===== config.mk =====
export PLATFORM = sky130hd
export DESIGN_NAME = rtr_out
export DESIGN_NICKNAME = d
export VERILOG_FILES = /design/src/hdl/rtr_pkg.sv /design/src/hdl/rtr_out.sv
export SDC_FILE = /design/constraint.sdc
export NUM_CORES = 1
export LEC_CHECK = 0
export BUFFER_PORTS_ARGS = -buffer_cell sky130_fd_sc_hd__buf_4
export CAP_MARGIN = 20
export CORE_MARGIN = 4
export CORE_UTILIZATION = 25
export DETAILED_ROUTE_END_ITERATION = 10
export PLACE_DENSITY_LB_ADDON = 0.1
export SETUP_SLACK_MARGIN = 0.15
export SLEW_MARGIN = 30
export SYNTH_ARGS = -nofsm -noshare
export SYNTH_HDL_FRONTEND = slang
export SYNTH_SLANG_ARGS = --single-unit

===== constraint.sdc =====
create_clock -name aclk -period 2.5 [get_ports aclk]
set_input_delay 0.125 -clock aclk [delete_from_list [all_inputs] [get_ports aclk]]
set_output_delay 0.125 -clock aclk [all_outputs]
set_load 0.02 [all_outputs]

===== src/hdl/rtr_pkg.sv =====
// ============================================================================
// rtr_pkg: shared types and constants of the record-then-replay sample memory
// Holds field widths, register indexes, reset values and the hysteresis
// edge detector used on the clear, rewind and trigger inputs.
// ============================================================================
package rtr_pkg;

    localparam int SMP_W       = 16;
    localparam int CNT_W       = 15;
    localparam int POS_W       = 16;
    localparam int CFG_IDX_W   = 3;
    localparam int CFG_DATA_W  = 16;

    // Configuration register indexes.
    localparam logic [CFG_IDX_W-1:0] REG_CAPACITY        = 3'd0;
    localparam logic [CFG_IDX_W-1:0] REG_INPUT_CONNECTED = 3'd1;
    localparam logic [CFG_IDX_W-1:0] REG_GATE_CONNECTED  = 3'd2;
    localparam logic [CFG_IDX_W-1:0] REG_EDGE_HIGH       = 3'd3;
    localparam logic [CFG_IDX_W-1:0] REG_EDGE_LOW        = 3'd4;

    // Reset values and fixed levels (2048 codes per volt).
    localparam logic [CNT_W-1:0]        CAPACITY_RESET  = 15'd128;
    localparam logic signed [SMP_W-1:0] EDGE_HIGH_RESET = 16'sd2048;
    localparam logic signed [SMP_W-1:0] EDGE_LOW_RESET  = 16'sd0;
    localparam logic signed [SMP_W-1:0] GATE_ON_LEVEL   = 16'sd2048;

    // Detector bit positions inside the armed vector.
    localparam int DET_CLEAR  = 0;
    localparam int DET_REWIND = 1;
    localparam int DET_TRIG   = 2;

    // Where the held output value comes from for one word.
    typedef enum logic [1:0] {
        SRC_HOLD,
        SRC_READ,
        SRC_VALUE
    } src_t;

    // One word on its way from the control stage to the output stage.
    typedef struct packed {
        src_t                    src;
        logic signed [SMP_W-1:0] value;
        logic                    read_lamp;
        logic                    write_lamp;
        logic                    noise_lamp;
        logic [CNT_W-1:0]        fill_count;
    } stage_t;

    // Hysteresis edge detector. Returns {fire, armed_next}. An armed detector
    // waits for the level to fall to the low threshold before it may fire again.
    function automatic logic [1:0] detect(
        input logic                    armed,
        input logic signed [SMP_W-1:0] level,
        input logic signed [SMP_W-1:0] high_level,
        input logic signed [SMP_W-1:0] low_level
    );
        logic fire;
        logic armed_next;
        fire       = 1'b0;
        armed_next = armed;
        if (armed) begin
            if (level <= low_level) begin
                armed_next = 1'b0;
            end
        end else if (level >= high_level) begin
            armed_next = 1'b1;
            fire       = 1'b1;
        end
        return {fire, armed_next};
    endfunction

endpackage


===== src/hdl/rtr_out.sv =====
// ============================================================================
// rtr_out: output stage
// Holds each word in stage B while the memory read data arrives, resolves the
// held value and loads the result register. Produces the input ready.
// ============================================================================
module rtr_out
    import rtr_pkg::*;
(
    input  logic                    aclk,
    input  logic                    aresetn,
    input  logic                    s_valid,
    output logic                    s_ready,
    input  stage_t                  stage,
    input  logic signed [SMP_W-1:0] rd_data,
    output logic                    m_valid,
    input  logic                    m_ready,
    output logic signed [SMP_W-1:0] m_out_sample,
    output logic                    m_read_lamp,
    output logic                    m_write_lamp,
    output logic                    m_noise_lamp,
    output logic [CNT_W-1:0]        m_fill_count
);

    logic                    b_valid_reg;
    stage_t                  b_reg;
    logic signed [SMP_W-1:0] held_reg, held_next;
    logic                    m_valid_reg;
    logic signed [SMP_W-1:0] out_sample_reg;
    logic                    read_lamp_reg, write_lamp_reg, noise_lamp_reg;
    logic [CNT_W-1:0]        fill_count_reg;
    logic                    accept, advance;

    // Stage B moves when the result register is empty or being taken.
    assign advance = b_valid_reg && (!m_valid_reg || m_ready);
    assign s_ready = !b_valid_reg || !m_valid_reg || m_ready;
    assign accept  = s_valid && s_ready;

    // Held value selection.
    always_comb begin
        case (b_reg.src)
            SRC_READ:  held_next = rd_data;
            SRC_VALUE: held_next = b_reg.value;
            default:   held_next = held_reg;
        endcase
    end

    // Control registers.
    always_ff @(posedge aclk) begin
        if (!aresetn) begin
            b_valid_reg <= 1'b0;
            m_valid_reg <= 1'b0;
            held_reg    <= '0;
        end else begin
            if (accept) begin
                b_valid_reg <= 1'b1;
            end else if (advance) begin
                b_valid_reg <= 1'b0;
            end
            if (advance) begin
                m_valid_reg <= 1'b1;
                held_reg    <= held_next;
            end else if (m_ready) begin
                m_valid_reg <= 1'b0;
            end
        end
    end

    // Payload registers.
    always_ff @(posedge aclk) begin
        if (accept) begin
            b_reg <= stage;
        end
        if (advance) begin
            out_sample_reg <= held_next;
            read_lamp_reg  <= b_reg.read_lamp;
            write_lamp_reg <= b_reg.write_lamp;
            noise_lamp_reg <= b_reg.noise_lamp;
            fill_count_reg <= b_reg.fill_count;
        end
    end

    assign m_valid      = m_valid_reg;
    assign m_out_sample = out_sample_reg;
    assign m_read_lamp  = read_lamp_reg;
    assign m_write_lamp = write_lamp_reg;
    assign m_noise_lamp = noise_lamp_reg;
    assign m_fill_count = fill_count_reg;

`ifndef SYNTH
    // A new word never overwrites a stage B word that is stuck.
    a_no_overwrite: assert property (@(posedge aclk) disable iff (!aresetn)
        accept |-> (!b_valid_reg || advance))
        else $error("stage B word overwritten");
`endif

endmodule


# --- Word-level counts from Yosys, hierarchy flattened ---
# Cells that the tools add are included.
word_totals:
  output_inout_bits: 36
  mem_count: 0
  register_bits: 88
  latchBits: 0
  word_cells: 30
  ramBits: 0
  input_bits: 56
  mem_bits_ro: 0
op_classes:
  mux: 5
  magnitude_cmp: 0
  n_eq_ne: 2
  multipliers: 0
  bitwise_logic: 0
  add_sub_neg: 0
  div_mod_pow: 0
  reduce_logical: 9
  shift: 0
op_table:
  columns: ["operator", "count"]
  rows:
  - ["$pmux W16 S2", 1]
  - ["$mux W1", 4]
  - ["$reduce_bool A2 Y1", 2]
  - ["$logic_or A1 B1 Y1", 3]
  - ["$eq A2 B1 Y1 const B", 1]
  - ["$eq A2 B2 Y1 const B", 1]
  - ["$logic_and A1 B1 Y1", 2]
  - ["$logic_not A1 Y1", 2]

# --- Logic depth before layout (Yosys ltp) ---
# Gate-level depths: netlist (run 1).
logic_depth:
  word_depth: 5
  ltp_mapped: 9
  ltp_nobuf: 5

# --- Least setup slack after synthesis (run 1) ---
# No wires, ideal clock.
synth_path:
  path_type: "register to register"
  start: "register m_valid_reg, in the netlist m_valid"
  end: "register fill_count_reg[0], in the netlist m_fill_count[0] (enable)"
  setup_ns: 0.394
  synth_period_minus_slack_ns: 2.164
  path_buffers: 2
  t_arrival_ns: 1.770
  stages_incl_launch_ff: 5
  t_required_ns: 2.106
  slack_ns: 0.336
  cell_sequence: "dfxtp_1 -> nand2b_1 -> buf_2 -> clkbuf_1 -> and2_1"
synth_between:
  elab_chain_len: 3
synth_lines:
  columns: ["item", "line", "rtl"]
  rows:
  - ["from (decl)", "rtr_out.sv:27", "logic m_valid_reg;"]
  - ["from (signal assigned)", "rtr_out.sv:51", "m_valid_reg <= 1'b0;"]
  - ["from (signal assigned)", "rtr_out.sv:60", "m_valid_reg <= 1'b1;"]
  - ["from (signal assigned)", "rtr_out.sv:63", "m_valid_reg <= 1'b0;"]
  - ["$logic_not A1 Y1", "rtr_out.sv:34", "assign advance = b_valid_reg && (!m_valid_reg || m_ready);"]
  - ["$logic_or A1 B1 Y1", "rtr_out.sv:34", null]
  - ["$logic_and A1 B1 Y1", "rtr_out.sv:34", null]
  - ["named net advance", "rtr_out.sv:31", "logic accept, advance;"]
  - ["to (signal assigned)", "rtr_out.sv:78", "fill_count_reg <= b_reg.fill_count;"]
  - ["to (decl)", "rtr_out.sv:30", "logic [CNT_W-1:0] fill_count_reg;"]
# The timed path passes the listed nets, and every way through them passes these cells.
# A chain may end at the register's enable or synchronous reset.

# --- Final worst setup path (run 1) ---
layout_path:
  start: "register b_reg[34] in the netlist's numbering"
  end: "register held_reg[2]"
layout_between:
  elab_chain_len: 2
  word_cells_on_any_way: 3
  classes_between: "2 x eq/ne; 1 x mux"
layout_lines:
  columns: ["item", "line", "rtl"]
  rows:
  - ["from (decl)", "rtr_out.sv:25", "stage_t b_reg;"]
  - ["from (signal assigned)", "rtr_out.sv:71", "b_reg <= stage;"]
  - ["$eq A2 B2 Y1 or $eq A2 B1 Y1 (tied branches)", "rtr_out.sv:40", "case (b_reg.src)"]
  - ["$pmux W16 S2 *", "rtr_out.sv:40", null]
  - ["to (signal assigned)", "rtr_out.sv:61", "held_reg <= held_next;"]
  - ["to (decl)", "rtr_out.sv:26", "logic signed [SMP_W-1:0] held_reg, held_next;"]
# Mark *: on every way between the ends. The rest lies on a longest branch, timed or not.

==> impl_metrics.py, run 1 <==
metrics = {
    "cells_and_area": {
        "largest_register_ffs": 36,
        "final_cell_mix": "sky130_fd_sc_hd__buf_4 (96), sky130_fd_sc_hd__edfxtp_1 (70), sky130_fd_sc_hd__dlygate4sd3_1 (36)",
        "drive_above_1_share": 0.345,
        "area_growth_syn_to_layout_pct": 46.5,
        "layout.cells.most_common": "sky130_fd_sc_hd__buf_4",
        "antenna-diode-count": 0,
        "final_core_util": 0.375,
        "design.final.nets": 384,
        "instances_no_fill": 502,
    },
    "timing": {
        "min_period_over_period": 0.685,
        "finalSetupViolCount": 0,
        "tns_ns": 0,
        "max-slew-margin-rel": 0.522,
        "fmax_mhz": 584,
        "tightest_slew_ns": 0.718,
        "layout_min_cycle_time_ns": 1.71,
        "grt_setup_unrepaired": "false",
        "timing.final.hold_violations": 0,
        "timing.final.max_slew_violations": 0,
        "clock_skew_ns": 0.00480,
    },
    "clock_tree": {
        "root_buffer": "sky130_fd_sc_hd__clkbuf_16",
        "cts_num_sinks": 88,
        "cts_max_path_buffers": 2,
        "tritoncts_clock_tree": "done",
        "htree_num_levels": 3,
        "post_cts_resize_count": 0,
        "numCtsBuffers": 9,
        "clk_latency_ns": 0.34,
        "path_clk_slew_ns": 0.06,
    },
    "route": {
        "detailedRoute.firstPassIterationCount": 4,
        "ant_nets": 0,
        "post-route-drc-count": 0,
        "drtIter0Drc": 171,
        "routedWlPerCell_um": 14.2,
        "via_count": 2018,
        "via_density_per_instance": 4.02,
        "drt-total-wl_um": 7140,
    },
    "grt": {
        "grt_overflow_total": 0,
        "grt_antenna_before_repair": 0,
        "grt_util_all_layers": 0.101,
        "first_global_vias": 2073,
        "grt_start_max_net_pins": 37,
        "grt_first_pass_wirelength_um": 10900,
    },
    "placed_design": {
        "place_inst": 451,
        "place_hpwl_um": 4680,
        "place.port_buffers": 91,
        "gp_routability_congestion": 0.677,
    },
    "logic_synthesis": {
        "seq_area_frac_synth": 0.762,
        "synth_area_per_cell_um2": 16.5,
        "yosysWarnings": 0,
        "ys_types": 20,
        "netlist_area_um2": 3230,
        "synthCells": 196,
        "yosys_register_bits": 88,
        "syn-num-nets": 254,
    },
    "critical_path": {
        "endpoint_kind": "register",
        "critPathKind": "reg2reg",
        "critical_path_peak_fanout": 16,
        "worst_ep_required_ns": 2.78,
        "start_kind": "register",
        "worst_ep_arrival_time_ns": 2.00,
    },
    "floorplanning": {
        "start_util": 0.256,
        "chip_width_um": 122,
        "fp-row-count": 41,
        "placeableCoreArea_um2": 12600,
        "dieArea_um2": 14800,
        "die-height_um": 122,
        "floorplan.io_pins": 92,
    },
    "power": {
        "p_int_w": 0.00262,
        "comb_power_share": 0.105,
        "total_power_w": 0.00334,
        "switchingPower_w": 0.000718,
        "power_leakage_nw": 2.02,
        "clock_power_share": 0.386,
        "p_sw_frac": 0.215,
        "powerDensity_nw_per_um2": 705,
        "p_seq_frac": 0.509,
        "vdd_ir_drop_max_uv": 240,
    },
    "status": {
        "outcome": "finished, final reports clean",
    },
    "flow_run": {
        "max-cap-violations": 0,
    },
    "min_path": {
        "hold_path.class": "in2reg",
    },
}
## final cells by class
class	count	area, um^2
fill	1226	7880
clock inverter	5	48.8
sequential	88	2460
multi-input combinational	76	613
clock buffer	10	229
tap	172	215
inverter	18	67.6
timing repair buffer	133	1100
## worst paths after layout
| kind | end | slack [ns] | startpoint | depth (start not counted) |
|---|---|---|---|---|
| worst max-delay path | held_reg[2]$_SDFFE_PN0P_ | 0.79 | b_reg[34]$_DFFE_PP_ | 5 |
| worst min-delay path | b_valid_reg$_SDFFE_PN0P_ | 0.03 | s_valid | 3 |
| worst max register to register | held_reg[2]$_SDFFE_PN0P_ | 0.79 | b_reg[34]$_DFFE_PP_ | 5 |
| worst min register to register | m_fill_count[5]$_DFFE_PP_ | 0.42 | b_reg[5]$_DFFE_PP_ | 0 |
## worst max-delay path: stages, from the launching register on
cell and delay, ns:
sky130_fd_sc_hd__edfxtp_1 0.38, sky130_fd_sc_hd__inv_1 0.08, sky130_fd_sc_hd__ha_1 0.62, sky130_fd_sc_hd__a22oi_1 0.28, sky130_fd_sc_hd__nand3_1 0.15, sky130_fd_sc_hd__o211a_1 0.15
## what timing repair did
item / CTS / global route
buffers inserted: 0 / 0
hold endpoints to repair: 36 / 0
hold buffers: 36 / 0
## Yosys cell counts
master,number,share of area
sky130_fd_sc_hd__edfxtp_1,70,0.65
sky130_fd_sc_hd__dfxtp_1,18,0.11
sky130_fd_sc_hd__inv_1,18,0.021
sky130_fd_sc_hd__a22oi_1,16,0.037
sky130_fd_sc_hd__mux2i_1,16,0.050
sky130_fd_sc_hd__nand3_1,16,0.025
sky130_fd_sc_hd__o211a_1,16,0.050
sky130_fd_sc_hd__buf_2,5,0.0077
sky130_fd_sc_hd__clkbuf_1,5,0.0058
sky130_fd_sc_hd__buf_6,3,0.010
sky130_fd_sc_hd__and2_1,2,0.0039
sky130_fd_sc_hd__ha_1,2,0.0077
sky130_fd_sc_hd__nor2b_1,2,0.0039
sky130_fd_sc_hd__a21oi_1,1,0.0015
sky130_fd_sc_hd__and2_4,1,0.0027
sky130_fd_sc_hd__buf_8,1,0.0046
sky130_fd_sc_hd__nand2_1,1,0.0012
sky130_fd_sc_hd__nand2b_1,1,0.0019
sky130_fd_sc_hd__nor2b_2,1,0.0027
sky130_fd_sc_hd__o21a_1,1,0.0023
## logic make-up after synthesis
logic type | count (synthesis) | share of synthesized area
muxes | 16 | 0.0495
buffers and inverters | 32 | 0.0495
adders and majority gates | 2 | 0.00774
DFF | 88 | 0.762
AOI/OAI and AO/OA | 34 | 0.0906
and+or+nand+nor | 24 | 0.0410
## through the flow
stage	hold WS, ns	cell area, um^2	worst slack [ns]
after floorplan	0.224	3230	0.336
after global placement	0.304	4100	0.763
after detailed placement	0.304	4100	0.721
after CTS	0.00851	4740	0.696
after global routing	0.0232	4740	0.570
final	0.0273	4740	0.788
## routing by layer
metal	part of all wire	global-route usage	vias to the layer above
li1	-	-	995
met1	0.44	0.125	947
met2	0.49	0.161	63
met3	0.053	0.0232	13
met4	0.026	0.0609	0
met5	0	0	-
## power by group through the flow
stage / registers, W / clock network [W] / logic [W]
finish: 0.00170 / 0.00129 / 0.000351
global route: 0.00171 / 0.00140 / 0.000386
CTS: 0.00170 / 0.00134 / 0.000361
detailed placement: 0.00173 / 0 / 0.000316
global placement: 0.00173 / 0 / 0.000314
floorplan: 0.00176 / 0 / 0.000130
No activity file was read; power rests on OpenSTA's default activity.
==> run 2, diff against run 1 <==
--- a/config.mk
+++ b/config.mk
@@ -5,6 +5,7 @@
 export SDC_FILE = /design/constraint.sdc
 export NUM_CORES = 1
 export LEC_CHECK = 0
+export ABC_AREA = 1
 export BUFFER_PORTS_ARGS = -buffer_cell sky130_fd_sc_hd__buf_4
 export CAP_MARGIN = 20
 export CORE_MARGIN = 4
==> constraint.sdc (replaced) <==
create_clock -name aclk -period 1.5 [get_ports aclk]
set_input_delay 0.075 -clock aclk [delete_from_list [all_inputs] [get_ports aclk]]
set_output_delay 0.075 -clock aclk [all_outputs]
set_load 0.02 [all_outputs]
==> run 2 against run 1 <==
  * Clock power is 97% higher
  * Global-route usage grew 0.83 points
  * Sequential share of layout area down 3.4 points
  * Final area increased by 7.3%
  * Flip-flop and latch count unchanged
  * Core utilization up 0.85 points
  * Via count grew 13%
  * Worst setup slack lost 0.66 ns
  * Final cell count is 18% higher
  * Routed wire length increased by 7.0%
  * Maximum frequency increased by 24%
  * Critical path type unchanged
  * Highest routed layer unchanged
==> impl_metrics.py, run 2 <==
metrics = {
    "clock_tree": {
        "clk_latency_ns": 0.34,
        "path_clk_slew_ns": 0.06,
        "tritoncts_clock_tree": "done",
        "cts_num_sinks": 88,
        "post_cts_buffers": 0,
        "root_buffer": "sky130_fd_sc_hd__clkbuf_16",
        "cts_max_path_buffers": 2,
        "htree_num_levels": 3,
        "numCtsBuffers": 9,
    },
    "floorplanning": {
        "start_util": 0.254,
        "chip_width_um": 124,
        "die-height_um": 124,
        "placeableCoreArea_um2": 13200,
        "fp-row-count": 42,
        "dieArea_um2": 15400,
        "floorplan.io_pins": 92,
    },
    "logic_synthesis": {
        "netlist_top_cells_area": "sky130_fd_sc_hd__edfxtp_1 (62%), sky130_fd_sc_hd__dfxtp_1 (11%), sky130_fd_sc_hd__nand2_1 (11%)",
        "postSynth.asyncResetShare": 0,
        "synth_flop_cell": "sky130_fd_sc_hd__edfxtp_1",
        "yosysWarnings": 0,
        "yosys_register_bits": 88,
        "seq_area_frac_synth": 0.731,
        "netlist_area_um2": 3370,
        "syn-num-nets": 332,
        "synth_top_area_frac": 0.624,
        "synth_area_per_cell_um2": 12.3,
        "synth.cells.most_frequent": "sky130_fd_sc_hd__nand2_1 (96), sky130_fd_sc_hd__edfxtp_1 (70), sky130_fd_sc_hd__inv_1 (37)",
        "yosysTopAreaCell": "sky130_fd_sc_hd__edfxtp_1",
        "synth-edff-count": 70,
        "most_used_standard_cell_by_instance_count_after_synthesis": "sky130_fd_sc_hd__nand2_1",
        "ys_types": 17,
        "synthCells": 274,
    },
    "critical_path": {
        "critPathKind": "reg2reg",
        "worstSetupEndpoint": "m_out_sample[0]$_DFFE_PP_",
        "worstRegToRegCells": 5,
        "start_kind": "register",
        "worst-r2r-setup-slack_ns": 0.12,
        "critical_path_peak_fanout": 11,
        "worst_ep_required_ns": 1.60,
        "endpoint_kind": "register",
        "reg2reg_from": "b_reg[35]$_DFFE_PP_",
        "worst_setup_path_startpoint": "b_reg[35]$_DFFE_PP_",
        "worst_ep_arrival_time_ns": 1.47,
        "crit-reg2reg-capture": "m_out_sample[0]$_DFFE_PP_",
    },
    "cells_and_area": {
        "multiInputGateArea_um2": 733,
        "final_cell_mix": "sky130_fd_sc_hd__buf_4 (95), sky130_fd_sc_hd__nand2_1 (82), sky130_fd_sc_hd__edfxtp_1 (70)",
        "largest_register_ffs": 36,
        "drive_above_1_share": 0.383,
        "layout.cells.most_common": "sky130_fd_sc_hd__buf_4",
        "design.final.nets": 468,
        "instances_no_fill": 591,
        "area_growth_syn_to_layout_pct": 50.9,
        "regArea_um2": 2470,
        "stdcell_area_um2": 5080,
        "antenna-diode-count": 0,
        "fill_cells": 1290,
    },
    "route": {
        "via_density_per_instance": 3.86,
        "drt-total-wl_um": 7640,
        "routedWlPerCell_um": 12.9,
        "detailedRoute.firstPassIterationCount": 4,
        "ant_nets": 0,
        "drtIter0Drc": 105,
        "post-route-drc-count": 0,
        "via_count": 2282,
    },
    "timing": {
        "max-slew-margin-rel": 0.831,
        "fmax_mhz": 726,
        "postLayoutSetupSlackWorst_ns": 0.123,
        "timing.final.max_slew_violations": 0,
        "timing.final.hold_violations": 0,
        "clock_skew_ns": 0.00545,
        "tns_ns": 0,
        "layout_min_cycle_time_ns": 1.38,
        "tightest_slew_ns": 0.253,
        "min_period_over_period": 0.918,
        "finalSetupViolCount": 0,
        "grt_setup_unrepaired": "true",
    },
    "power": {
        "total_power_w": 0.00618,
        "vdd_ir_drop_max_uv": 524,
        "powerDensity_nw_per_um2": 1220,
        "power_leakage_nw": 2.19,
    },
    "grt": {
        "grt_overflow_total": 0,
        "grt_util_all_layers": 0.109,
        "first_global_vias": 2347,
        "grt_first_pass_wirelength_um": 12400,
        "grt_antenna_before_repair": 0,
        "grt_start_max_net_pins": 19,
    },
    "placed_design": {
        "place_hpwl_um": 5320,
        "detailed_place.area_um2": 4320,
        "dp_worst_setup_slack_ns": -0.0441,
        "gp_routability_congestion": 0.732,
        "place_inst": 539,
        "place.port_buffers": 91,
    },
    "min_path": {
        "hold_path.class": "in2reg",
    },
    "status": {
        "outcome": "finished, final reports clean",
    },
    "flow_run": {
        "max-cap-violations": 0,
    },
}
==> run 2: kinds of logic (layout without fill, tap and decap cells) <==
| group | after synthesis | count (layout) | share of synthesized area |
|---|---|---|---|
| compound gates | 19 | 19 | 0.0386 |
| fa+ha+maj | 2 | 2 | 0.00743 |
| flops | 88 | 88 | 0.731 |
| buf+inv | 50 | 191 | 0.0754 |
| simple gates | 115 | 115 | 0.148 |
==> run 2: what timing repair did <==
item | 4_1_cts | 5_1_grt
setup endpoints to repair | 32 | 22
resized for setup | 8 | 14
hold buffers | 36 | 0
endpoints found under the hold margin | 36 | 0
pin swaps | 1 | 5
==> run 2: worst max-delay path, stage by stage (launching register included) <==
cell                       delay, ns
sky130_fd_sc_hd__edfxtp_1       0.44
sky130_fd_sc_hd__ha_4           0.36
sky130_fd_sc_hd__buf_12         0.14
sky130_fd_sc_hd__nand2_1        0.07
sky130_fd_sc_hd__nand2_2        0.07
sky130_fd_sc_hd__inv_1          0.05
==> run 2: routing by layer <==
metal  part of all wire  wire length, um  up-vias  global-route usage
li1                   -                -     1166                   -
met1               0.41             3160     1042               0.132
met2               0.49             3710       61               0.169
met3              0.074              566       13              0.0395
met4              0.026              202        0              0.0616
met5                  0                0        -                   0
==> run 2: where the power goes <==
part / switching (W) / total (W) / leakage, nW / internal [W]
clock network: 0.000917 / 0.00254 / 0.162 / 0.00162
logic: 0.000417 / 0.000789 / 1.21 / 0.000371
registers: 0.0000414 / 0.00285 / 0.822 / 0.00281
total: 0.00138 / 0.00618 / 2.19 / 0.00480
==> run 2: metrics by stage <==
stage	util	hold slack (ns)
final	0.384	0.0455
after global routing	0.384	0.0648
after CTS	0.381	0.0300
after detailed placement	0.326	0.254
after global placement	0.326	0.253
after floorplan	-	0.174
==> run 2: cell type report <==
type,count,share of cell area
Clock buffer,10,0.0450
Multi-Input combinational cell,136,0.144
Tap cell,176,0.0433
Clock inverter,6,0.0212
Inverter,39,0.0317
Sequential cell,88,0.485
Timing Repair Buffer,136,0.229
==> run 2: how the worst min path moves through the flow <==
stage | startpoint | endpoint | slack (ns) | cells past startpoint
global placement | stage[2] | b_reg[2]$_DFFE_PP_ | 0.25 | 1
global route | s_valid | b_valid_reg$_SDFFE_PN0P_ | 0.06 | 3
finish | s_valid | b_valid_reg$_SDFFE_PN0P_ | 0.05 | 3
floorplan | stage[0] | b_reg[0]$_DFFE_PP_ | 0.17 | 0
detailed placement | stage[9] | b_reg[9]$_DFFE_PP_ | 0.25 | 1
CTS | s_valid | b_valid_reg$_SDFFE_PN0P_ | 0.03 | 3
==> run 3, diff against run 2 <==
--- a/config.mk
+++ b/config.mk
@@ -11,7 +11,6 @@
 export CORE_MARGIN = 4
 export CORE_UTILIZATION = 25
 export DETAILED_ROUTE_END_ITERATION = 10
-export PLACE_DENSITY_LB_ADDON = 0.1
 export SETUP_SLACK_MARGIN = 0.15
 export SLEW_MARGIN = 30
 export SYNTH_ARGS = -nofsm -noshare
==> run 3 against run 2 <==
  * Largest power group unchanged
  * Flip-flop and latch count unchanged
  * Core utilization is essentially flat
  * Final cell count rose by 0.85%
==> impl_metrics.py, run 3 (synthesized netlist as in run 2, its figures left out) <==
metrics = {
    "route": {
        "drtIter0Drc": 66,
        "ant_nets": 0,
        "routedWlPerCell_um": 12.4,
        "via_count": 2323,
        "via_density_per_instance": 3.90,
        "detailedRoute.firstPassIterationCount": 4,
        "post-route-drc-count": 0,
        "drt-total-wl_um": 7410,
    },
    "floorplanning": {
        "start_util": 0.254,
        "chip_width_um": 124,
        "fp-row-count": 42,
        "placeableCoreArea_um2": 13200,
        "die-height_um": 124,
        "floorplan.io_pins": 92,
        "dieArea_um2": 15400,
    },
    "flow_run": {
        "max-cap-violations": 0,
    },
    "cells_and_area": {
        "layout.cells.most_common": "sky130_fd_sc_hd__buf_4",
        "antenna-diode-count": 0,
        "final_core_util": 0.384,
        "drive_above_1_share": 0.367,
        "stdcell_area_um2": 5090,
        "area_growth_syn_to_layout_pct": 51.0,
        "largest_register_ffs": 36,
        "design.final.nets": 473,
        "final_cell_mix": "sky130_fd_sc_hd__buf_4 (100), sky130_fd_sc_hd__nand2_1 (86), sky130_fd_sc_hd__edfxtp_1 (70)",
    },
    "critical_path": {
        "critPathTopFamily": "flip-flops",
        "cp.buffers_inverters": 3,
        "critPathMaxStageDelay_ns": 0.43,
        "worst-r2r-setup-slack_ns": 0.1,
        "endpoint_kind": "register",
        "crit_slowest_cell": "sky130_fd_sc_hd__edfxtp_1",
        "worst_ep_arrival_time_ns": 1.50,
        "worstPathCellList": "ha_4, clkinv_8, buf_12, nand3_1, nand2_2, inv_1",
        "start_kind": "register",
        "worst_ep_required_ns": 1.60,
        "critPathKind": "reg2reg",
        "critical_path_peak_fanout": 9,
    },
    "timing": {
        "postLayoutSetupSlackWorst_ns": 0.0995,
        "min_period_over_period": 0.934,
        "layout_min_cycle_time_ns": 1.40,
        "timing.final.max_slew_violations": 0,
        "timing.final.hold_violations": 0,
        "grt_setup_unrepaired": "true",
        "fin_worst_hold_slack_ns": 0.0330,
        "max-slew-margin-rel": 0.802,
        "fmax_mhz": 714,
        "clock_skew_ns": 0.00696,
        "tightest_slew_ns": 0.298,
        "finalSetupViolCount": 0,
    },
    "grt": {
        "grt_overflow_total": 0,
        "grt_antenna_before_repair": 0,
        "grt_first_pass_wirelength_um": 11100,
        "grt_util_all_layers": 0.0981,
        "grt_start_max_net_pins": 51,
        "first_global_vias": 2343,
    },
    "clock_tree": {
        "root_buffer": "sky130_fd_sc_hd__clkbuf_16",
        "numCtsBuffers": 9,
        "path_clk_slew_ns": 0.06,
        "tritoncts_clock_tree": "done",
        "cts_max_path_buffers": 2,
        "cts_num_sinks": 88,
        "htree_num_levels": 3,
        "clk_latency_ns": 0.34,
    },
    "placed_design": {
        "dp_worst_setup_slack_ns": -0.0257,
        "gp_routability_congestion": 0.768,
        "place_hpwl_um": 5020,
        "detailed_place.area_um2": 4320,
        "place.port_buffers": 91,
    },
    "power": {
        "powerDensity_nw_per_um2": 1180,
        "power_leakage_nw": 2.20,
        "vdd_ir_drop_max_uv": 655,
    },
    "status": {
        "outcome": "finished, final reports clean",
    },
    "min_path": {
        "hold_path.class": "in2reg",
    },
}
[run 3: worst min-delay path, cell delays in order]
cell,delay [ns]
sky130_fd_sc_hd__buf_4,0.07
sky130_fd_sc_hd__inv_1,0.06
sky130_fd_sc_hd__a21oi_1,0.13
[run 3: worst paths after layout]
kind | from | end | cells after the start
setup / recovery | b_reg[35]$_DFFE_PP_ | m_out_sample[14]$_DFFE_PP_ | 6
hold / removal | s_valid | b_valid_reg$_SDFFE_PN0P_ | 3
setup reg to reg | b_reg[35]$_DFFE_PP_ | m_out_sample[14]$_DFFE_PP_ | 6
hold reg to reg | b_reg[14]$_DFFE_PP_ | m_fill_count[14]$_DFFE_PP_ | 0
[run 3: where the power goes]
| part | internal (W) | total, W | switching (W) | leakage, nW |
|---|---|---|---|---|
| registers | 0.00281 | 0.00285 | 0.0000408 | 0.822 |
| clock network | 0.00144 | 0.00233 | 0.000884 | 0.146 |
| logic | 0.000395 | 0.000813 | 0.000418 | 1.23 |
| total | 0.00465 | 0.00599 | 0.00134 | 2.20 |
[run 3: timing repair]
| action | CTS | global route |
|---|---|---|
| endpoints found under the hold margin | 36 | 0 |
| buffers inserted | 1 | 4 |
| hold buffers | 36 | 0 |
| pin swaps | 1 | 1 |
| gates resized for setup | 7 | 10 |
| endpoints found under the setup margin | 32 | 19 |
[run 3: layout make-up]
type,count,area [um^2]
flip-flops and latches,88,2470
clock buffers,11,233
multi-input cells,136,733
clock inverters,5,71.3
well taps,176,220
fillers,1296,8150
repair buffers,141,1200
inverters,39,161
[run 3: per-layer routing]
| metal | global-route usage | vias up | wire [um] |
|---|---|---|---|
| met5 | 0 | - | 0 |
| met4 | 0.0650 | 0 | 210 |
| met3 | 0.0345 | 12 | 544 |
| met2 | 0.162 | 63 | 3740 |
| met1 | 0.106 | 1070 | 2920 |
| li1 | - | 1178 | - |
[run 3: through the flow]
stage           TNS, ns  std cells  power [W]
6_report              0        596    0.00599
5_1_grt               0        596    0.00623
4_1_cts               0        592    0.00604
3_5_place_dp    -0.0717        539    0.00359
3_3_place_gp   -0.00358        539    0.00357
2_1_floorplan         0        274    0.00330
