<file path="src/hdl/rtr_pkg.sv">
// ============================================================================
// rtr_pkg: shared types and constants of the record-then-replay sample memory
// Holds field widths, register indexes, reset values and the hysteresis
// edge detector used on the clear, rewind and trigger inputs.
// ============================================================================
package rtr_pkg;

    localparam int SMP_W       = 16;
    localparam int CNT_W       = 15;
    localparam int POS_W       = 16;
    localparam int CFG_IDX_W   = 3;
    localparam int CFG_DATA_W  = 16;

    // Configuration register indexes.
    localparam logic [CFG_IDX_W-1:0] REG_CAPACITY        = 3'd0;
    localparam logic [CFG_IDX_W-1:0] REG_INPUT_CONNECTED = 3'd1;
    localparam logic [CFG_IDX_W-1:0] REG_GATE_CONNECTED  = 3'd2;
    localparam logic [CFG_IDX_W-1:0] REG_EDGE_HIGH       = 3'd3;
    localparam logic [CFG_IDX_W-1:0] REG_EDGE_LOW        = 3'd4;

    // Reset values and fixed levels (2048 codes per volt).
    localparam logic [CNT_W-1:0]        CAPACITY_RESET  = 15'd128;
    localparam logic signed [SMP_W-1:0] EDGE_HIGH_RESET = 16'sd2048;
    localparam logic signed [SMP_W-1:0] EDGE_LOW_RESET  = 16'sd0;
    localparam logic signed [SMP_W-1:0] GATE_ON_LEVEL   = 16'sd2048;

    // Detector bit positions inside the armed vector.
    localparam int DET_CLEAR  = 0;
    localparam int DET_REWIND = 1;
    localparam int DET_TRIG   = 2;

    // Where the held output value comes from for one word.
    typedef enum logic [1:0] {
        SRC_HOLD,
        SRC_READ,
        SRC_VALUE
    } src_t;

    // One word on its way from the control stage to the output stage.
    typedef struct packed {
        src_t                    src;
        logic signed [SMP_W-1:0] value;
        logic                    read_lamp;
        logic                    write_lamp;
        logic                    noise_lamp;
        logic [CNT_W-1:0]        fill_count;
    } stage_t;

    // Hysteresis edge detector. Returns {fire, armed_next}. An armed detector
    // waits for the level to fall to the low threshold before it may fire again.
    function automatic logic [1:0] detect(
        input logic                    armed,
        input logic signed [SMP_W-1:0] level,
        input logic signed [SMP_W-1:0] high_level,
        input logic signed [SMP_W-1:0] low_level
    );
        logic fire;
        logic armed_next;
        fire       = 1'b0;
        armed_next = armed;
        if (armed) begin
            if (level <= low_level) begin
                armed_next = 1'b0;
            end
        end else if (level >= high_level) begin
            armed_next = 1'b1;
            fire       = 1'b1;
        end
        return {fire, armed_next};
    endfunction

endpackage

</file>
<file path="src/hdl/rtr_ctrl.sv">
// ============================================================================
// rtr_ctrl: control stage
// Holds the configuration, the fill count, the play position, the mode
// flags, the idle timer and the edge detectors. For each accepted word it
// updates that state and issues at most one memory read or write.
// ============================================================================
module rtr_ctrl
    import rtr_pkg::*;
#(
    parameter int STORE_DEPTH = 16384,
    parameter int IDLE_TICKS  = 1152000,
    parameter int AW          = 14
) (
    input  logic                    aclk,
    input  logic                    aresetn,
    // Configuration
    input  logic                    cfg_we,
    input  logic [CFG_IDX_W-1:0]    cfg_index,
    input  logic [CFG_DATA_W-1:0]   cfg_wdata,
    // Accepted input word
    input  logic                    accept,
    input  logic signed [SMP_W-1:0] trig_level,
    input  logic signed [SMP_W-1:0] clear_level,
    input  logic signed [SMP_W-1:0] rewind_level,
    input  logic signed [SMP_W-1:0] gate_level,
    input  logic signed [SMP_W-1:0] in_sample,
    input  logic signed [SMP_W-1:0] noise_sample,
    // Memory commands
    output logic                    wr_en,
    output logic [AW-1:0]           wr_addr,
    output logic signed [SMP_W-1:0] wr_data,
    output logic                    rd_en,
    output logic [AW-1:0]           rd_addr,
    // Word for the output stage
    output stage_t                  stage
);

    localparam int IW = $clog2(IDLE_TICKS + 1);
    localparam logic [IW-1:0] IDLE_LOAD = IW'(IDLE_TICKS);
    localparam logic [16:0] DEPTH_EXT = 17'(STORE_DEPTH);
    localparam logic [CNT_W-1:0] CAP_INIT =
        (STORE_DEPTH < 128) ? CNT_W'(STORE_DEPTH) : CAPACITY_RESET;

    // Configuration registers
    logic [CNT_W-1:0]        cap_reg, cap_next;
    logic                    in_conn_reg, in_conn_next;
    logic                    gate_conn_reg, gate_conn_next;
    logic signed [SMP_W-1:0] hi_reg, hi_next;
    logic signed [SMP_W-1:0] lo_reg, lo_next;

    // Block state
    logic [CNT_W-1:0]        cnt_reg, cnt_next;
    logic signed [POS_W-1:0] pos_reg, pos_next;
    logic                    rd_flag_reg, rd_flag_next;
    logic                    wr_flag_reg, wr_flag_next;
    logic                    nz_flag_reg, nz_flag_next;
    logic                    idle_reg, idle_next;
    logic [IW-1:0]           cd_reg, cd_next;
    logic [2:0]              armed_reg, armed_next;

    // Item datapath
    logic [1:0]              det_clr, det_rew, det_trig;
    logic                    write_gate;
    logic [CNT_W-1:0]        cnt0;
    logic signed [POS_W-1:0] pos0;
    logic signed [16:0]      pos_inc, pos_sat;
    logic [16:0]             cnt_ext;
    logic                    do_read, do_write;
    logic signed [SMP_W-1:0] value;
    src_t                    src;
    logic [16:0]             cap_wr_ext;
    logic [CNT_W-1:0]        cap_wr;

    assign det_clr    = detect(armed_reg[DET_CLEAR], clear_level, hi_reg, lo_reg);
    assign det_rew    = detect(armed_reg[DET_REWIND], rewind_level, hi_reg, lo_reg);
    assign det_trig   = detect(armed_reg[DET_TRIG], trig_level, hi_reg, lo_reg);
    assign write_gate = gate_conn_reg && (gate_level >= GATE_ON_LEVEL);

    // Clear and rewind act before the trigger.
    assign cnt0    = det_clr[1] ? '0 : cnt_reg;
    assign pos0    = (det_clr[1] || det_rew[1]) ? -16'sd1 : pos_reg;
    assign pos_inc = {pos0[POS_W-1], pos0} + 17'sd1;
    assign pos_sat = (pos_inc > $signed({2'b00, cap_reg})) ? $signed({2'b00, cap_reg})
                                                           : pos_inc;
    assign cnt_ext = {2'b00, cnt0};

    // Per-word state update.
    always_comb begin
        armed_next   = {det_trig[0], det_rew[0], det_clr[0]};
        cnt_next     = cnt0;
        pos_next     = pos0;
        rd_flag_next = rd_flag_reg && !(det_clr[1] || det_rew[1]);
        wr_flag_next = wr_flag_reg && !(det_clr[1] || det_rew[1]);
        nz_flag_next = nz_flag_reg && !(det_clr[1] || det_rew[1]);
        idle_next    = (cd_reg == '0) ? 1'b1 : idle_reg;
        cd_next      = ((cd_reg == '0) ? IDLE_LOAD : cd_reg) - IW'(1);
        do_read      = 1'b0;
        do_write     = 1'b0;
        value        = noise_sample;
        src          = SRC_HOLD;
        if (det_trig[1]) begin
            idle_next = 1'b0;
            cd_next   = IDLE_LOAD;
            pos_next  = pos_sat[POS_W-1:0];
            if (($signed({2'b00, cnt0}) > pos_sat) && !write_gate) begin
                rd_flag_next = 1'b1;
                wr_flag_next = 1'b0;
                nz_flag_next = 1'b0;
                do_read      = 1'b1;
                src          = SRC_READ;
            end else begin
                rd_flag_next = 1'b0;
                src          = SRC_VALUE;
                if ($signed({2'b00, cap_reg}) > pos_sat) begin
                    wr_flag_next = 1'b1;
                    if (in_conn_reg) begin
                        value = in_sample;
                    end else begin
                        nz_flag_next = 1'b1;
                    end
                    // A forced write into a full store is shown but not kept.
                    if (cnt0 < cap_reg) begin
                        do_write = 1'b1;
                        cnt_next = cnt0 + CNT_W'(1);
                    end
                end else begin
                    wr_flag_next = 1'b0;
                    nz_flag_next = 1'b1;
                end
            end
        end
    end

    // Capacity writes saturate at the store depth.
    assign cap_wr_ext = {2'b00, cfg_wdata[CNT_W-1:0]};
    assign cap_wr     = (cap_wr_ext > DEPTH_EXT) ? CNT_W'(STORE_DEPTH) : cap_wr_ext[CNT_W-1:0];

    // Configuration decode.
    always_comb begin
        cap_next       = cap_reg;
        in_conn_next   = in_conn_reg;
        gate_conn_next = gate_conn_reg;
        hi_next        = hi_reg;
        lo_next        = lo_reg;
        if (cfg_we) begin
            unique case (cfg_index)
                REG_CAPACITY:        cap_next       = cap_wr;
                REG_INPUT_CONNECTED: in_conn_next   = cfg_wdata[0];
                REG_GATE_CONNECTED:  gate_conn_next = cfg_wdata[0];
                REG_EDGE_HIGH:       hi_next        = $signed(cfg_wdata);
                REG_EDGE_LOW:        lo_next        = $signed(cfg_wdata);
                default: begin
                end
            endcase
        end
    end

    // State registers. A capacity write truncates the fill count unless a word is accepted.
    always_ff @(posedge aclk) begin
        if (!aresetn) begin
            cap_reg       <= CAP_INIT;
            in_conn_reg   <= 1'b0;
            gate_conn_reg <= 1'b0;
            hi_reg        <= EDGE_HIGH_RESET;
            lo_reg        <= EDGE_LOW_RESET;
            cnt_reg       <= '0;
            pos_reg       <= -16'sd1;
            rd_flag_reg   <= 1'b0;
            wr_flag_reg   <= 1'b0;
            nz_flag_reg   <= 1'b0;
            idle_reg      <= 1'b1;
            cd_reg        <= '0;
            armed_reg     <= 3'b111;
        end else begin
            cap_reg       <= cap_next;
            in_conn_reg   <= in_conn_next;
            gate_conn_reg <= gate_conn_next;
            hi_reg        <= hi_next;
            lo_reg        <= lo_next;
            if (accept) begin
                cnt_reg     <= cnt_next;
                pos_reg     <= pos_next;
                rd_flag_reg <= rd_flag_next;
                wr_flag_reg <= wr_flag_next;
                nz_flag_reg <= nz_flag_next;
                idle_reg    <= idle_next;
                cd_reg      <= cd_next;
                armed_reg   <= armed_next;
            end else if (cfg_we && (cfg_index == REG_CAPACITY) && (cnt_reg > cap_wr)) begin
                cnt_reg <= cap_wr;
            end
        end
    end

    // Memory commands.
    assign wr_en   = accept && do_write;
    assign wr_addr = cnt_ext[AW-1:0];
    assign wr_data = value;
    assign rd_en   = accept && do_read;
    assign rd_addr = pos_sat[AW-1:0];

    // Word for the output stage, carrying the state after this word.
    always_comb begin
        stage.src        = src;
        stage.value      = value;
        stage.read_lamp  = rd_flag_next;
        stage.write_lamp = wr_flag_next;
        stage.noise_lamp = nz_flag_next && !idle_next;
        stage.fill_count = cnt_next;
    end

`ifndef SYNTH
    // An append only ever lands below the capacity.
    a_write_below_cap: assert property (@(posedge aclk) disable iff (!aresetn)
        wr_en |-> (cnt0 < cap_reg))
        else $error("append issued with a full store");

    // After a trigger the position never passes the capacity.
    a_pos_saturates: assert property (@(posedge aclk) disable iff (!aresetn)
        (accept && det_trig[1]) |=> (pos_reg <= $signed({1'b0, cap_reg})))
        else $error("play position beyond capacity after a trigger");
`endif

endmodule

</file>
<file path="config.mk">
export PLATFORM = sky130hd
export DESIGN_NAME = rtr_ctrl
export DESIGN_NICKNAME = d
export VERILOG_FILES = /design/src/hdl/rtr_pkg.sv /design/src/hdl/rtr_ctrl.sv
export SDC_FILE = /design/constraint.sdc
export NUM_CORES = 1
export LEC_CHECK = 0
export BUFFER_PORTS_ARGS = -buffer_cell sky130_fd_sc_hd__buf_2
export CAP_MARGIN = 20
export CORE_ASPECT_RATIO = 1.4
export CORE_MARGIN = 4
export CORE_UTILIZATION = 52
export DETAILED_ROUTE_END_ITERATION = 10
export GPL_TIMING_DRIVEN = 0
export PLACE_DENSITY = 0.77
export SLEW_MARGIN = 20
export SYNTH_ARGS = -nofsm -noshare
export SYNTH_HDL_FRONTEND = slang
export SYNTH_SLANG_ARGS = --single-unit
</file>
<file path="constraint.sdc">
create_clock -name aclk -period 10.7 [get_ports aclk]
set_input_delay 2.14 -clock aclk [delete_from_list [all_inputs] [get_ports aclk]]
set_output_delay 2.14 -clock aclk [all_outputs]
set_load 0.02 [all_outputs]
</file>
== Yosys cells after proc, flatten, opt, wreduce, memory -nomap -nowiden ==
Cells that the tools add are included.
Widths: inputs -> output; s select.

* Flip-flop bits (word level): 108
* ROM bits: 0
* Input port bits: 119
* Bits in latches: 0
* Output and inout port bits: 82
* Bits in writable memories: 0
* Memories kept: 0

* $add $sub $neg: 3
* Div/mod/pow operators: 0
* Magnitude comparators: 13
* Mux-type cells: 47
* Shift operators: 0
* Multiply operators: 0
* Equality and inequality tests: 4
* Reduce and logical (&&, ||, !) cells: 22
* Bitwise gates (word level): 0

{| class="wikitable"
|+ Operator list
! operator !! count
|-
| $mux 15 || 8
|-
| $mux 16 || 6
|-
| $ge 16x16->1 || 3
|-
| $le 16x16->1 || 3
|-
| $mux 21 || 2
|-
| $gt 16x17->1 || 2
|-
| $mux 1 || 28
|-
| $logic_not 21->1 || 1
|-
| $sub 21x1->21 const B || 1
|-
| $add 16x2->17 const B || 1
|-
| $gt 17x16->1 || 1
|-
| $mux 17 || 1
|-
| $ge 16x13->1 const B || 1
|-
| $add 15x1->15 const B || 1
|-
| $gt 15x15->1 || 1
|-
| $gt 15x15->1 const B || 1
|-
| $lt 15x15->1 || 1
|-
| $logic_and 1x1->1 || 10
|-
| $reduce_and 2->1 || 5
|-
| $eq 3x2->1 const B || 2
|-
| $mux 2 || 2
|-
| $eq 3x1->1 const B || 1
|-
| $eq 3x3->1 const B || 1
|-
| $logic_not 1->1 || 3
|-
| 3 further kinds || 3
|}

== Longest topological paths before layout ==
Gate-level depths: netlist of the first run.

* Word-level depth: 13
* Depth in mapped cells: 44

== Worst setup path after synthesis of the first run ==
Ideal clock, no wire load.

* Kind: input-to-output
* From: input clear_level[15]
* To: output wr_data[10]
* Data required time: 8.560 ns
* Setup slack: -1.274 ns
* Data arrival time: 9.834 ns
* Stages on the path: 39
* Path buffers: 7
* Path through: ha_1 > nand4_2 > a2111o_1 > a31oi_1 > nor3_2 > clkbuf_1 > or3_1 > ha_1 > clkbuf_1 > clkbuf_1 > nor3_1 > a21oi_1 > o22a_1 > ha_1 > o211ai_1 > a31oi_1 > o21ai_0 > a21oi_1 > [3 not listed] > clkbuf_1 > o21ai_0 > inv_1 > ha_1 > a21o_1 > a21o_1 > a21oi_1 > o21ai_0 > o221ai_1 > a21oi_1 > a211oi_1 > nor2_1 > inv_1 > nand2_1 > nor2_4 > buf_6 > mux2_4 > buf_4

{| class="wikitable"
|+ RTL lines
! what !! RTL line !! source
|-
| from (decl) || rtr_ctrl.sv:23 || <nowiki>input logic signed [SMP_W-1:0] clear_level,</nowiki>
|-
| to (decl) || rtr_ctrl.sv:31 || <nowiki>output logic signed [SMP_W-1:0] wr_data,</nowiki>
|}

== Worst setup path after layout of the first run ==
* From: input clear_level[11]
* To: output wr_data[8]

* Word-level cells in the longest chain between the ends: 12
* Elaborated cells on any way between the ends: 15

{| class="wikitable"
|+ RTL lines
! what !! RTL line !! source
|-
| $ge 16x16->1 * || rtr_pkg.sv:65 || <nowiki>end else if (level >= high_level) begin</nowiki>
|-
| $mux 1 * || rtr_pkg.sv:65 ||
|-
| $mux 1 * || rtr_pkg.sv:61 || <nowiki>if (armed) begin</nowiki>
|-
| $logic_or 1x1->1 || rtr_ctrl.sv:81 || <nowiki>assign pos0 = (det_clr[1] || det_rew[1]) ? -16'sd1 : pos_reg;</nowiki>
|-
| $mux 16 || rtr_ctrl.sv:81 ||
|-
| $add 16x2->17 || rtr_ctrl.sv:82 || <nowiki>assign pos_inc = {pos0[POS_W-1], pos0} + 17'sd1;</nowiki>
|-
| $gt 17x16->1 || rtr_ctrl.sv:83 || <nowiki>assign pos_sat = (pos_inc > $signed({2'b00, cap_reg})) ? $signed({2'b00, cap_reg})</nowiki>
|-
| $mux 17 || rtr_ctrl.sv:83 ||
|-
| $gt 16x17->1, on equally long branches || rtr_ctrl.sv:114, rtr_ctrl.sv:105 ||
|-
| $mux 16 or $logic_and 1x1->1 (tied branches) || rtr_ctrl.sv:114, rtr_ctrl.sv:105 ||
|-
| $mux 16 * || rtr_ctrl.sv:105 || <nowiki>if (($signed({2'b00, cnt0}) > pos_sat) && !write_gate) begin</nowiki>
|-
| $mux 16 * || rtr_ctrl.sv:101 || <nowiki>if (det_trig[1]) begin</nowiki>
|}

Every way passes the cells marked *; elsewhere a longest branch is shown, timed or not.

==> results.txt, run 1 <==
----------------------------------------------------
[Worst setup path]
  Critical-path top delay cell ... sky130_fd_sc_hd__mux2_4
  Crit Path Max Fanout ... 5
  Category of the critical setup timing path ... in2out
  Worst reg2reg setup slack ... approximately 2.5 ns
  Worst setup path start ... clear_level[11]
  Capturing element type of the critical path ... output port
  Slowest cell delay on critical path ... 0.33 ns
  Reg2Reg Depth ... 45
  Critical path data required time ... 8.56 ns
  Crit path capture ... wr_data[8]
  Data arrival time of the critical path ... 9.74 ns
  CP most frequent cell ... sky130_fd_sc_hd__ha_4
  Worst reg2reg path endpoint ... cnt_reg[2]
  Launch instance of the worst register-to-register path ... hi_reg[1]
  Type of element launching the critical path ... input port

[GRT]
  Via count of the first global-routing pass ... 11600
  Wire length of the first global-routing pass ... 61.0 mm
  Gr ovfl total ... 0
  GRT Overall Usage ... 34.8%
  Pin count of the biggest net entering global routing ... 20
  Antenna violations before repair ... 1

[Clock tree]
  Max Buffers Root-to-Sink ... 2
  Clock tree from TritonCTS ... done
  Number of sinks handled by clock tree synthesis ... between 100 and 150
  Clock transition time at the flip-flop clock pins of the worst setup and hold paths ... 0.08 ns
  CTS buffer count ... 9
  CTS H-tree lvls ... 3
  Clock latency on the worst-skew pair ... roughly 0.36 ns
  Buffer type at the clock tree root ... sky130_fd_sc_hd__clkbuf_16
  Number of buffers inserted for hold repair after clock tree synthesis ... 0

[Yosys]
  Multiplexer area fraction after synthesis ... 4.70%
  Synth warnings ... 0
  Post-synthesis simple-gate area fraction ... between 20 and 25%
  Mapped Avg Cell Area ... ~7.6 um2
  Xor/xnor cell area share of the yosys netlist ... 1.63%
  Number of nets produced by synthesis ... about 1600
  Post-synth design cell area ... 10200 um2
  Cells after Synth ... about 1300
  Fraction of registers with async set/reset ... 0%
  Prevailing post-synth register cell ... sky130_fd_sc_hd__dfxtp_1
  Adder-cell share of the synthesized area ... 20.9%
  Seq cells post-synth ... 108
  Sequential element share of the synthesized area ... 21.1%
  Count of flip-flops with a built-in enable after synthesis ... 0
  Share of the synthesized area in compound gates (AO/OA/AOI/OAI) ... approximately 22%
  Yosys cell types ... a little under 80
  Dominant combinational cell family by area after synthesis ... simple AND/OR/NAND/NOR gates

[Final layout]
  Combined area of the multi-input logic cells ... around 8500 um2
  Utilization of the core after routing ... between 70% and 80%
  Flip-flop count of the largest register after layout ... 21
  Storage cell area ... 2160 um2
  Fraction of final layout cells sized beyond drive strength 1 ... 31.7%
  Nets ... a little under 2000
  Filler instances ... around 1300
  Commonest cells after routing, fill and taps aside ... sky130_fd_sc_hd__nand2_1, sky130_fd_sc_hd__ha_1, sky130_fd_sc_hd__buf_2
  Non-filler instance count after layout ... 1893
  Final Cell Area ... about 14000 um2
  Leading cell type in the layout, fill and taps excluded ... sky130_fd_sc_hd__nand2_1
  Diodes inserted ... 0
  Layout overhead on the synthesized area ... 40.1%

[Drt]
  TritonRoute pass-1 iters ... 6
  Wirelength per Cell ... about 22 um
  Via-per-instance ratio ... roughly 6.4
  Antenna viol nets, final ... 0
  DR vias ... approximately 12000
  Total wirelength of the detailed-routed design ... 42.0 mm
  Number of remaining DRC errors ... 0
  Initial drt markers ... ~1100

[Status]
  Run status ... finished with violations
  Failing checks ... negative setup slack

[STA]
  Period utilisation layout ... 111%
  Headroom to the max-slew limit ... ~37%
  Unrepaired setup endpoints after global routing ... true
  Count of pins over their slew limit ... 0
  Count of final setup violators ... between 50 and 60
  Number of failing hold endpoints at the final stage ... 0
  Measured slew at the worst slew-check pin ... 0.943 ns
  Final setup slack of the worst path ... -1.18 ns
  Fmax achieved ... around 84 MHz
  Clock skew after layout ... 0.00893 ns
  Final sum of negative setup slack ... -55.50 ns
  Clock period minus worst slack ... 11.88 ns
  Worst hold slack after final layout ... 0.456 ns

[Power and ir drop]
  Lkg Pwr ... between 0.006 and 0.007 uW
  Max rail drop VDD ... ~0.14 mV
  PwrDens ... between 150 and 200 nW/um2

[Floorplanning]
  Core ar. ... roughly 19000 um2
  Effective utilization at floorplan ... between 50% and 60%
  I/O pin total ... around 200
  Die area ... ~22000 um2
  Width of the die ... 127 um
  Vert. Die Dim ... ~170 um
  Standard-cell row count ... 60

[Min path]
  Instance count along the most critical hold path ... 2
  Tightest Hold Check Type ... reg2reg

[Place]
  Quantity of I/O buffers inserted on ports ... about 190
  Placed standard-cell area ... about 12000 um2
  Final RePlAce weighted congestion ... 0.988
  Instance count after placement with tap cells included ... approximately 1800
  Estimated wirelength of the detail-placed design ... 29.4 mm

[Run]
  Max capacitance violation total ... 0

----------------------------------------------------
-- where the power goes --
part | internal [uW] | leakage (uW) | total [uW] | switching, uW
Sequential | 429 | 0.000879 | 455 | 26.7
Combinational | 651 | 0.00524 | 1420 | 770
Clock | 163 | 0.000141 | 338 | 175
-- routing by layer --
layer  up-vias  global-route usage (%)  part of all wire, %
met5         -                       0                0.029
met4         2                    24.6                  9.1
met3       288                    6.52                  8.3
met2       789                    60.9                   48
met1      5619                    37.2                   35
li1       5437                       -                    -
-- synth_stat cells, drive strengths merged, types with 3 or more instances --
cell       n  area, um2
xnor2      9       78.8
nor2      95        364
o211ai    13       97.6
buf       24        173
nand3     29        145
and2      12       75.1
a21oi    114        589
clkbuf    44        165
o31ai      9       67.6
ha       171       2140
o2111ai    3       32.5
mux2      26        330
nand4     35        225
nor4      15       93.8
nand3b     3       22.5
a211oi     7       52.6
a211o      4       36.3
mux2i     15        150
o21ai     75        375
inv      101        379
and4       6       52.6
or3       19        119
nand2    186        698
dfxtp    108       2160
a31oi     11       68.8
xor2      10       87.6
or2        4       25.0
a311oi     3       43.8
o22ai     18        113
a21o      29        218
nor2b     24        150
nor3      32        165
o21a      30        225
nand2b    10       62.6
a2111oi    4       41.3
and3       4       25.0
o211a      3       30.0
or4        4       30.0
-- critical path, delay by kind of cell --
kind	cells	cell delay (ns)
simple gates	10	1.46
buf+inv	13	1.86
fa+ha+maj	4	0.93
mux	1	0.33
compound gates	17	3.00
-- layout make-up --
class | count | share of cell area (%)
sequential | 108 | 15.1
tap | 248 | 2.17
clock buffer | 10 | 1.60
clock inverter | 6 | 0.393
multi-input combinational | 1067 | 59.0
timing repair buffer | 289 | 15.8
inverter | 101 | 2.74
buffer | 64 | 3.24
-- through the flow --
| step | power [uW] | setup WS, ns |
|---|---|---|
| global placement | 1330 | -2.18 |
| finish | 2210 | -1.18 |
| floorplan | 1100 | -0.366 |
| CTS | 2020 | -0.896 |
| global route | 2300 | -1.28 |
| detailed placement | 1350 | -2.28 |
-- worst min-delay path by stage --
stage / startpoint / endpoint / slack (ns)
after CTS: lo_reg[1] / lo_reg[1] / 0.46
after global routing: hi_reg[8] / hi_reg[8] / 0.47
after global placement: lo_reg[3] / lo_reg[3] / 0.44
after floorplan: cd_reg[2] / cd_reg[2] / 0.43
after detailed placement: lo_reg[1] / lo_reg[1] / 0.45
final: hi_reg[3] / hi_reg[3] / 0.46
-- logic make-up after synthesis --
family / count (synthesis)
simple gates: 483
compound gates: 353
fa+ha+maj: 171
buf+inv: 169
flops: 108
mux: 41
xor+xnor: 19
-- timing repair --
action / CTS / global route
endpoints found under the setup margin: 54 / 54
setup buffers: 65 / 36
pin swaps: 67 / 76
gates cloned: 5 / 0
gates resized for setup: 235 / 99
endpoints found under the hold margin: 0 / 0
No activity file was read; power rests on OpenSTA's default activity.
==> inputs of run 2 (changes only) <==
Settings changed: CORE_MARGIN 4 to 5, SKIP_LAST_GASP set to 1.
==> results.txt, run 2 (synthesis results as in run 1) <==
----------------------------------------------------
[Final layout]
  Flip-flop count of the largest register after layout ... 21 (unchanged)
  Utilization of the core after routing ... 71.0% (-3.3 points)
  Nets ... 1907 (-1.2%)
  Layout overhead on the synthesized area ... 33.9%
  Fraction of final layout cells sized beyond drive strength 1 ... 29.3% (-2.4 points)
  Diodes inserted ... 0 (unchanged)
  Non-filler instance count after layout ... 1870 (-1.2%)
  Leading cell type in the layout, fill and taps excluded ... sky130_fd_sc_hd__nand2_1
  Final Cell Area ... 13700 um2 (-4.4%)
  Commonest cells after routing, fill and taps aside ... sky130_fd_sc_hd__nand2_1, sky130_fd_sc_hd__ha_1, sky130_fd_sc_hd__buf_2

[GRT]
  GRT Overall Usage ... 32.2% (-2.6 points)
  Gr ovfl total ... 0 (unchanged)
  Pin count of the biggest net entering global routing ... 22 (+10%)
  Wire length of the first global-routing pass ... 57.8 mm (-5.3%)
  Via count of the first global-routing pass ... 11200 (-3.3%)
  Antenna violations before repair ... 0 (-1)

[Clock tree]
  Clock tree from TritonCTS ... done
  Number of buffers inserted for hold repair after clock tree synthesis ... 0 (unchanged)
  Clock latency on the worst-skew pair ... 0.38 ns (+0.02 ns)
  Number of sinks handled by clock tree synthesis ... 108 (unchanged)
  Buffer type at the clock tree root ... sky130_fd_sc_hd__clkbuf_16
  CTS buffer count ... 9 (unchanged)
  CTS H-tree lvls ... 3 (unchanged)
  Clock transition time at the flip-flop clock pins of the worst setup and hold paths ... 0.08 ns (about the same)
  Max Buffers Root-to-Sink ... 2 (unchanged)

[Worst setup path]
  Data arrival time of the critical path ... 9.67 ns (-0.07 ns)
  Capturing element type of the critical path ... output port
  CP most frequent cell ... sky130_fd_sc_hd__ha_4
  Reg2Reg Depth ... 42 (-6.7%)
  Launch instance of the worst register-to-register path ... hi_reg[1]
  Slowest cell delay on critical path ... 0.48 ns (+0.15 ns)
  Crit path max-delay family ... compound AO/OA/AOI/OAI gates
  Critical path data required time ... 8.56 ns (about the same)
  Critical-path top delay cell ... sky130_fd_sc_hd__a2111o_1
  Worst reg2reg setup slack ... 2.61 ns (+0.13 ns)
  Worst setup path start ... clear_level[1]
  Category of the critical setup timing path ... in2out
  Type of element launching the critical path ... input port
  Worst reg2reg path endpoint ... cnt_reg[2]
  Buf/Inv on CP ... 10 (-3)
  Crit Path Max Fanout ... 10 (+5)

[Floorplanning]
  Core ar. ... 19300 um2 (unchanged)
  I/O pin total ... 201 (unchanged)
  Standard-cell row count ... 60 (unchanged)
  Vert. Die Dim ... 176 um (+1.1%)
  Die area ... 22600 um2 (+2.7%)
  Effective utilization at floorplan ... 53.0% (unchanged)
  Width of the die ... 129 um (+1.6%)

[Power and ir drop]
  Proportion of power drawn by flip-flops and latches ... 21.8% (+1.2 points)
  Max rail drop VDD ... 0.161 mV (+13%)
  Lkg Pwr ... 0.00603 uW (-3.7%)
  Final Power ... 2080 uW (-6.0%)
  Fraction of power consumed by combinational cells ... 61.2% (-3.0 points)
  Switching share of power ... 44.4% (+0.56 points)
  Design internal power ... 1160 uW (-7.0%)
  Switching Power ... 924 uW (-4.8%)
  Clk network pwr share ... 16.9% (+1.6 points)
  PwrDens ... 152 nW/um2 (-1.7%)

[STA]
  Final sum of negative setup slack ... -51.83 ns (+3.67 ns)
  Period utilisation layout ... 110% (-0.62 points)
  Count of pins over their slew limit ... 0 (unchanged)
  Clock period minus worst slack ... 11.81 ns (-0.0660 ns)
  Number of failing hold endpoints at the final stage ... 0 (unchanged)
  Final setup slack of the worst path ... -1.11 ns (+0.0660 ns)
  Fmax achieved ... 84.6 MHz (+0.56%)
  Measured slew at the worst slew-check pin ... 1.07 ns (+0.125 ns)
  Count of final setup violators ... 54 (unchanged)
  Clock skew after layout ... 0.0124 ns (+0.00350 ns)
  Unrepaired setup endpoints after global routing ... true
  Headroom to the max-slew limit ... 28.3% (-8.6 points)

[Run]
  Max capacitance violation total ... 0 (unchanged)

[Place]
  Estimated wirelength of the detail-placed design ... 29.5 mm (+0.55%)
  Placed standard-cell area ... 11900 um2 (unchanged)
  Instance count after placement with tap cells included ... 1781 (unchanged)
  Final RePlAce weighted congestion ... 0.953 (-3.5%)
  Quantity of I/O buffers inserted on ports ... 189 (unchanged)

[Drt]
  Total wirelength of the detailed-routed design ... 39.5 mm (-6.0%)
  Via-per-instance ratio ... 6.22 (-3.0%)
  Initial drt markers ... 935 (-17%)
  TritonRoute pass-1 iters ... 6 (unchanged)
  Wirelength per Cell ... 21.1 um (-4.9%)
  DR vias ... 11600 (-4.2%)
  Number of remaining DRC errors ... 0 (unchanged)
  Antenna viol nets, final ... 0 (unchanged)

[Status]
  Failing checks ... negative setup slack
  Run status ... finished with violations

[Min path]
  Worst Hold End ... lo_reg[3]
  Tightest Hold Check Type ... reg2reg
  Hold path startpoint ... lo_reg[3]
  Instance count along the most critical hold path ... 2 (unchanged)

----------------------------------------------------
[run 2: cell types whose count changed in the layout (fill, tap and decap cells not counted), moves of 4 or more]
| cell | change |
|---|---|
| sky130_fd_sc_hd__buf_2 | +23 |
| sky130_fd_sc_hd__buf_6 | -28 |
| sky130_fd_sc_hd__ha_1 | +8 |
| sky130_fd_sc_hd__o21ai_4 | -4 |
| sky130_fd_sc_hd__mux2_2 | +6 |
| sky130_fd_sc_hd__buf_4 | -13 |
| sky130_fd_sc_hd__ha_4 | -9 |
| sky130_fd_sc_hd__inv_4 | -4 |
| sky130_fd_sc_hd__mux2_4 | -6 |
[run 2: what timing repair did]
action | CTS | global route
setup endpoints to repair | 54 | 54
setup buffers | 49 | 24
resized for setup | 160 | 70
cloned | 4 | 0
pin swaps | 54 | 42
[run 2: power by group through the flow]
stage               clock network [uW]  registers, uW  logic, uW
floorplan                            0            456        642
global route                       368            458       1340
CTS                                348            453       1140
finish                             352            455       1270
global placement                     0            461        867
detailed placement                   0            462        886
[run 2: tightest hold or removal path, delay by kind of cell, from the launching register on]
family             cells  cell delay, ns
AOI/OAI and AO/OA      1            0.05
DFF                    1            0.32
and+or+nand+nor        1            0.05
[run 2: routing by layer]
metal	global-route usage (%)	part of all wire (%)
met4	21.0	7.9
met1	35.1	36
met3	5.05	7.1
met2	57.1	49
met5	0	0
[run 2: how the worst max path moves through the flow]
stage,cells past startpoint,to
6_report,42,stage[4]
5_1_grt,39,wr_data[12]
4_1_cts,44,stage[7]
3_5_place_dp,40,stage[0]
3_3_place_gp,40,stage[0]
2_1_floorplan,40,wr_data[10]
[run 2: final cells by class]
class,count,area [um2]
sequential,108,2160
timing repair buffer,264,1850
inverter,101,383
clock inverter,7,72.6
buffer,66,464
tap,248,310
multi-input combinational,1067,8230
fill,1492,5600
clock buffer,9,225
[run 2: metrics by stage]
stage | hold WS (ns) | setup slack (ns)
after floorplan | 0.434 | -0.366
after global placement | 0.441 | -2.30
after detailed placement | 0.448 | -2.39
after CTS | 0.459 | -0.862
after global routing | 0.467 | -1.28
final | 0.459 | -1.11
